$ cat src/rtl/core/knn_ram.sv
// Generic single-write, single-read synchronous RAM with registered read data.
// No dependencies.
module knn_ram #(
    parameter int WIDTH = 8,
    parameter int DEPTH = 16
) (
    input  logic                                   clk,
    input  logic                                   we,
    input  logic [(DEPTH > 1 ? $clog2(DEPTH) : 1)-1:0] waddr,
    input  logic [WIDTH-1:0]                       wdata,
    input  logic                                   re,
    input  logic [(DEPTH > 1 ? $clog2(DEPTH) : 1)-1:0] raddr,
    output logic [WIDTH-1:0]                       rdata
);

    logic [WIDTH-1:0] mem [DEPTH];

    // write port
    always_ff @(posedge clk)
    begin
        if (we)
        begin
            mem[waddr] <= wdata;
        end
    end

    // registered read, held while no read is issued
    always_ff @(posedge clk)
    begin
        if (re)
        begin
            rdata <= mem[raddr];
        end
    end

endmodule

$ cat config.mk
export PLATFORM = sky130hd
export DESIGN_NAME = knn_ram
export DESIGN_NICKNAME = d
export VERILOG_FILES = /design/src/rtl/core/knn_ram.sv
export SDC_FILE = /design/constraint.sdc
export NUM_CORES = 1
export LEC_CHECK = 0
export BUFFER_PORTS_ARGS = -buffer_cell sky130_fd_sc_hd__buf_2
export CORE_UTILIZATION = 50
export CTS_CLUSTER_DIAMETER = 120
export DETAILED_ROUTE_END_ITERATION = 8
export PLACE_DENSITY = 0.7
export SLEW_MARGIN = 10
export SYNTH_ARGS = -nofsm -noshare
export SYNTH_HDL_FRONTEND = slang
export SYNTH_SLANG_ARGS = --single-unit
export TNS_END_PERCENT = 30
$ cat constraint.sdc
create_clock -name clk -period 1.69 [get_ports clk]
set_input_delay 0.169 -clock clk [delete_from_list [all_inputs] [get_ports clk]]
set_output_delay 0.169 -clock clk [all_outputs]
set_load 0.01 [all_outputs]
==> Yosys cells after proc, flatten, opt, wreduce, memory -nomap -nowiden <==
Memories as Yosys holds them, arrays and structs flattened. A register that Yosys moved wholly into a read port is not among the register bits.
Cells that the tools add are included.
{ "word_totals": {"ram_bits": 128, "input_bits": 19, "memories": 1, "output_inout_bits": 8, "reg_bits": 0, "word_cells": 3} }
{ "classes": {"n_mux": 2} }
{ "mem_list": {"columns": ["name", "words", "word_bits", "rd", "rd_clocked_by_memory_dff", "wr", "line", "text"], "rows": [
  ["mem", 16, 8, 1, 1, 1, "16", "logic [WIDTH-1:0] mem [DEPTH];"]
]} }
{ "op_table": {"columns": ["operator", "count"], "rows": [
  ["$mux W1", 2]
]} }

==> Longest topological paths before layout <==
{ "depth": {"ltp_word": 2, "mapped_depth": 5, "depth_no_buf": 3} }

==> Worst setup path after synthesis <==
No wires, ideal clock.
{ "synth_timing": {"kind": "input to register", "start": "input port waddr[2] (netlist name)", "end": "memory mem[0][0], enable pin", "setup_ps": 383, "slack_ps": 28, "t_arrival_ps": 1279, "path_buffers": 0, "t_required_ps": 1307, "path_stages": 2, "path_cell_list": "or3b_2 -> nor3_1"} }
{ "synth_rtl": {"columns": ["element", "line", "text"], "rows": [
  ["start, declared", "9", "input logic [(DEPTH > 1 ? $clog2(DEPTH) : 1)-1:0] waddr,"],
  ["end, declared", "16", null]
]} }
No word-level cell before the write port.

==> implementation parameters <==
Parameter                              Value

Worst hold path
  WHS Path Cells ... 1
  Tightest Hold Check Type ... in2reg

Placement
  IO buf count ... 26
  Inst Count DP ... 402
  Cell area after placement ... 5660 µm²
  Post-DP HPWL ... 6400 µm
  Global placer's final weighted congestion ... 0.759

Logic synthesis
  Netlist area before placement ... 5230 µm²
  Yosys cell types ... 18
  Mean instance size in the synthesized netlist ... 22.8 µm²
  Number of instances in the synthesized netlist ... 229
  Portion of the post-synthesis area used by sequential elements ... 0.781
  Yosys warns ... 0
  Total nets after synthesis ... 248
  Seq cells post-synth ... 136

STA
  Maximum frequency from static timing analysis ... 658 MHz
  Setup-failing EPs final ... 0
  Pins Over Slew Limit ... 0
  Final Critical Period ... 1520 ps
  Slew margin rel. ... 0.739
  Tcrit/Tclk final ... 0.899
  Sum of negative setup slack ... 0 ps
  Maximum clock skew at final layout ... 8.45 ps
  Number of hold-slack violations in the final timing report ... 0
  Unrepaired setup endpoints after global routing ... false
  Worst slew pin tran ... 392 ps

Routing
  Total wirelength of the detailed-routed design ... 10000 µm
  Iteration count of the initial detailed-routing pass ... 5
  Antenna-violating nets left ... 0
  Number of vias per cell after detailed routing ... 5.86
  Number of design rule violations left after detail routing ... 0
  Routed wire per std cell ... 23.2 µm
  Total via count in the routed design ... 2544
  First-iteration detailed-routing DRC count ... 264

Floorplanning
  Overall die width ... 104 µm
  Core Region ... 9950 µm²
  Standard-cell row count ... 36
  Y dimension of the die ... 104 µm
  Total Die Area ... 10900 µm²
  Starting density of the core ... 0.525
  Total I/O pin count ... 27

Critical path
  Setup slack of the most critical reg-to-reg path ... 170 ps
  Launching element type of the critical path ... flip-flop
  Max Fanout on Critical Path ... 1
  End point of the critical path ... rdata[7]$_DFFE_PP_
  R2R Path Start ... mem[10][7]$_DFFE_PP_
  CP Data Required Time ... 1950 ps
  Crit path from ... mem[10][7]$_DFFE_PP_
  Endpoint arrival time on the critical path ... 1780 ps
  Kind of critical path ... reg2reg
  Terminus of the critical flop-to-flop path ... rdata[7]$_DFFE_PP_
  Worst R2R Path Depth ... 3
  Capturing element type of the critical path ... flip-flop

Global route
  Overflow left after global routing ... 0
  Antenna violations before repair ... 0
  Number of global-route vias before repair ... 2513
  Largest net degree at the start of global routing ... 33
  Wire length of the first global-routing pass ... 15200 µm
  Total GRT Usage ... 0.201

Finish
  Final std cells w/o fill ... 434
  Area delta synth->final ... 19.9%
  Layout cell share with drive strength beyond 1 ... 0.336
  # diodes ... 0
  Cell area after layout ... 6270 µm²
  Number of nets in the final layout ... 307
  # fillers ... 658

Job
  Maximum capacitance violations ... 0

Outcome
  Result of the run ... completed

Power and ir drop
  Pleak ... 2.14 nW
  Largest vdd supply drop ... 0.000606 V
  Cell Pwr Density ... 1270 nW/µm²
  Overall power of the completed layout ... 0.00795 W

CTS
  Count of buffers added by post-CTS timing repair for setup ... 0
  Number of buffers on the longest clock path ... 2
  Cts bufs inserted ... 17
  Clock tree from TritonCTS ... yes
  Number of cells upsized or downsized after cts ... 0
  Maximum level of the CTS H-tree ... 4
  Clock transition at path regs ... 60 ps
  Sinks on the clock net ... 136
  Cts-stage hold buffer count ... 0
  Later-pin clock latency in the skew report ... 520 ps
  Root cell of the clock tree ... clkbuf_8
-- worst min-delay path by stage --
stage | startpoint | endpoint | slack, ps
after floorplan | wdata[0] | mem[0][0]$_DFFE_PP_ | 270
after global placement | wdata[5] | mem[6][5]$_DFFE_PP_ | 550
after detailed placement | re | rdata[2]$_DFFE_PP_ | 560
after CTS | re | rdata[2]$_DFFE_PP_ | 30
after global routing | re | rdata[2]$_DFFE_PP_ | 20
final | wdata[3] | mem[5][3]$_DFFE_PP_ | 30
-- layer usage --
metal,up-vias,share of wire,GRT usage
met5,-,0,0
met4,0,0.016,0.0857
met3,14,0.073,0.0514
met2,136,0.51,0.324
met1,1294,0.40,0.261
li1,1100,-,-
-- metrics by stage --
step	util	worst slack, ps	hold WS (ps)
floorplan	-	28.1	268
global placement	0.568	-0.225	554
detailed placement	0.568	-15.7	564
CTS	0.630	145	26.1
global route	0.630	133	23.3
finish	0.630	170	27.8
-- worst max-delay path, cell delays in order (launching register included) --
cell and delay, ps:
edfxtp_1 420, mux4_2 520, a22oi_1 230, nand2_1 100
-- flip-flops by register name (all words and copies together), names as in the netlist --
register / flops
rdata: 8
mem: 128
-- where the power goes --
part / leakage [nW] / internal [W] / switching [W]
registers: 1.24 / 0.00380 / 0.0000215
logic: 0.613 / 0.000158 / 0.000205
clock network: 0.291 / 0.00240 / 0.00137
-- placed cells by master (no fill, tap or decap), drive strengths merged, types with 2 or more instances in the layout --
| master | synthesis | routed |
|---|---|---|
| a22oi | 16 | 16 |
| buf | 7 | 50 |
| bufinv | 0 | 4 |
| clkbuf | 0 | 17 |
| clkinv | 0 | 5 |
| clkinvlp | 0 | 4 |
| edfxtp | 136 | 136 |
| inv | 0 | 2 |
| mux4 | 32 | 32 |
| nand2 | 9 | 9 |
| nand2b | 2 | 2 |
| nand3b | 2 | 2 |
| nor2 | 13 | 13 |
| nor3 | 4 | 4 |
-- cells by family (layout without fill, tap and decap cells) --
family | count (synthesis) | after routing | share of synthesized area
muxes | 32 | 32 | 0.148
AOI/OAI and AO/OA | 16 | 16 | 0.0230
and+or+nand+nor | 35 | 35 | 0.0314
DFF | 136 | 136 | 0.781
buffers and inverters | 10 | 82 | 0.0165
-- area by class of cell --
type | count | area [µm²] | share of cell area
repair buffers | 50 | 348 | 0.0555
multi-input cells | 83 | 1060 | 0.169
well taps | 133 | 166 | 0.0265
flip-flops and latches | 136 | 4080 | 0.651
clock inverters | 15 | 200 | 0.0319
clock buffers | 17 | 414 | 0.0661
-- synthesized netlist by cell type (all sizes together) --
cell type | n | area [µm²]
a22oi | 16 | 120
buf | 7 | 56.3
nand3 | 1 | 5.00
edfxtp | 136 | 4080
and2 | 1 | 6.26
mux4 | 32 | 773
and2b | 1 | 7.51
or3b | 1 | 8.76
nor2 | 13 | 48.8
clkdlybuf4s25 | 3 | 30.0
nand2b | 2 | 12.5
nor2b | 1 | 6.26
nor3 | 4 | 20.0
nand2 | 9 | 33.8
nand3b | 2 | 15.0
Power figures use the tool's default switching activity.
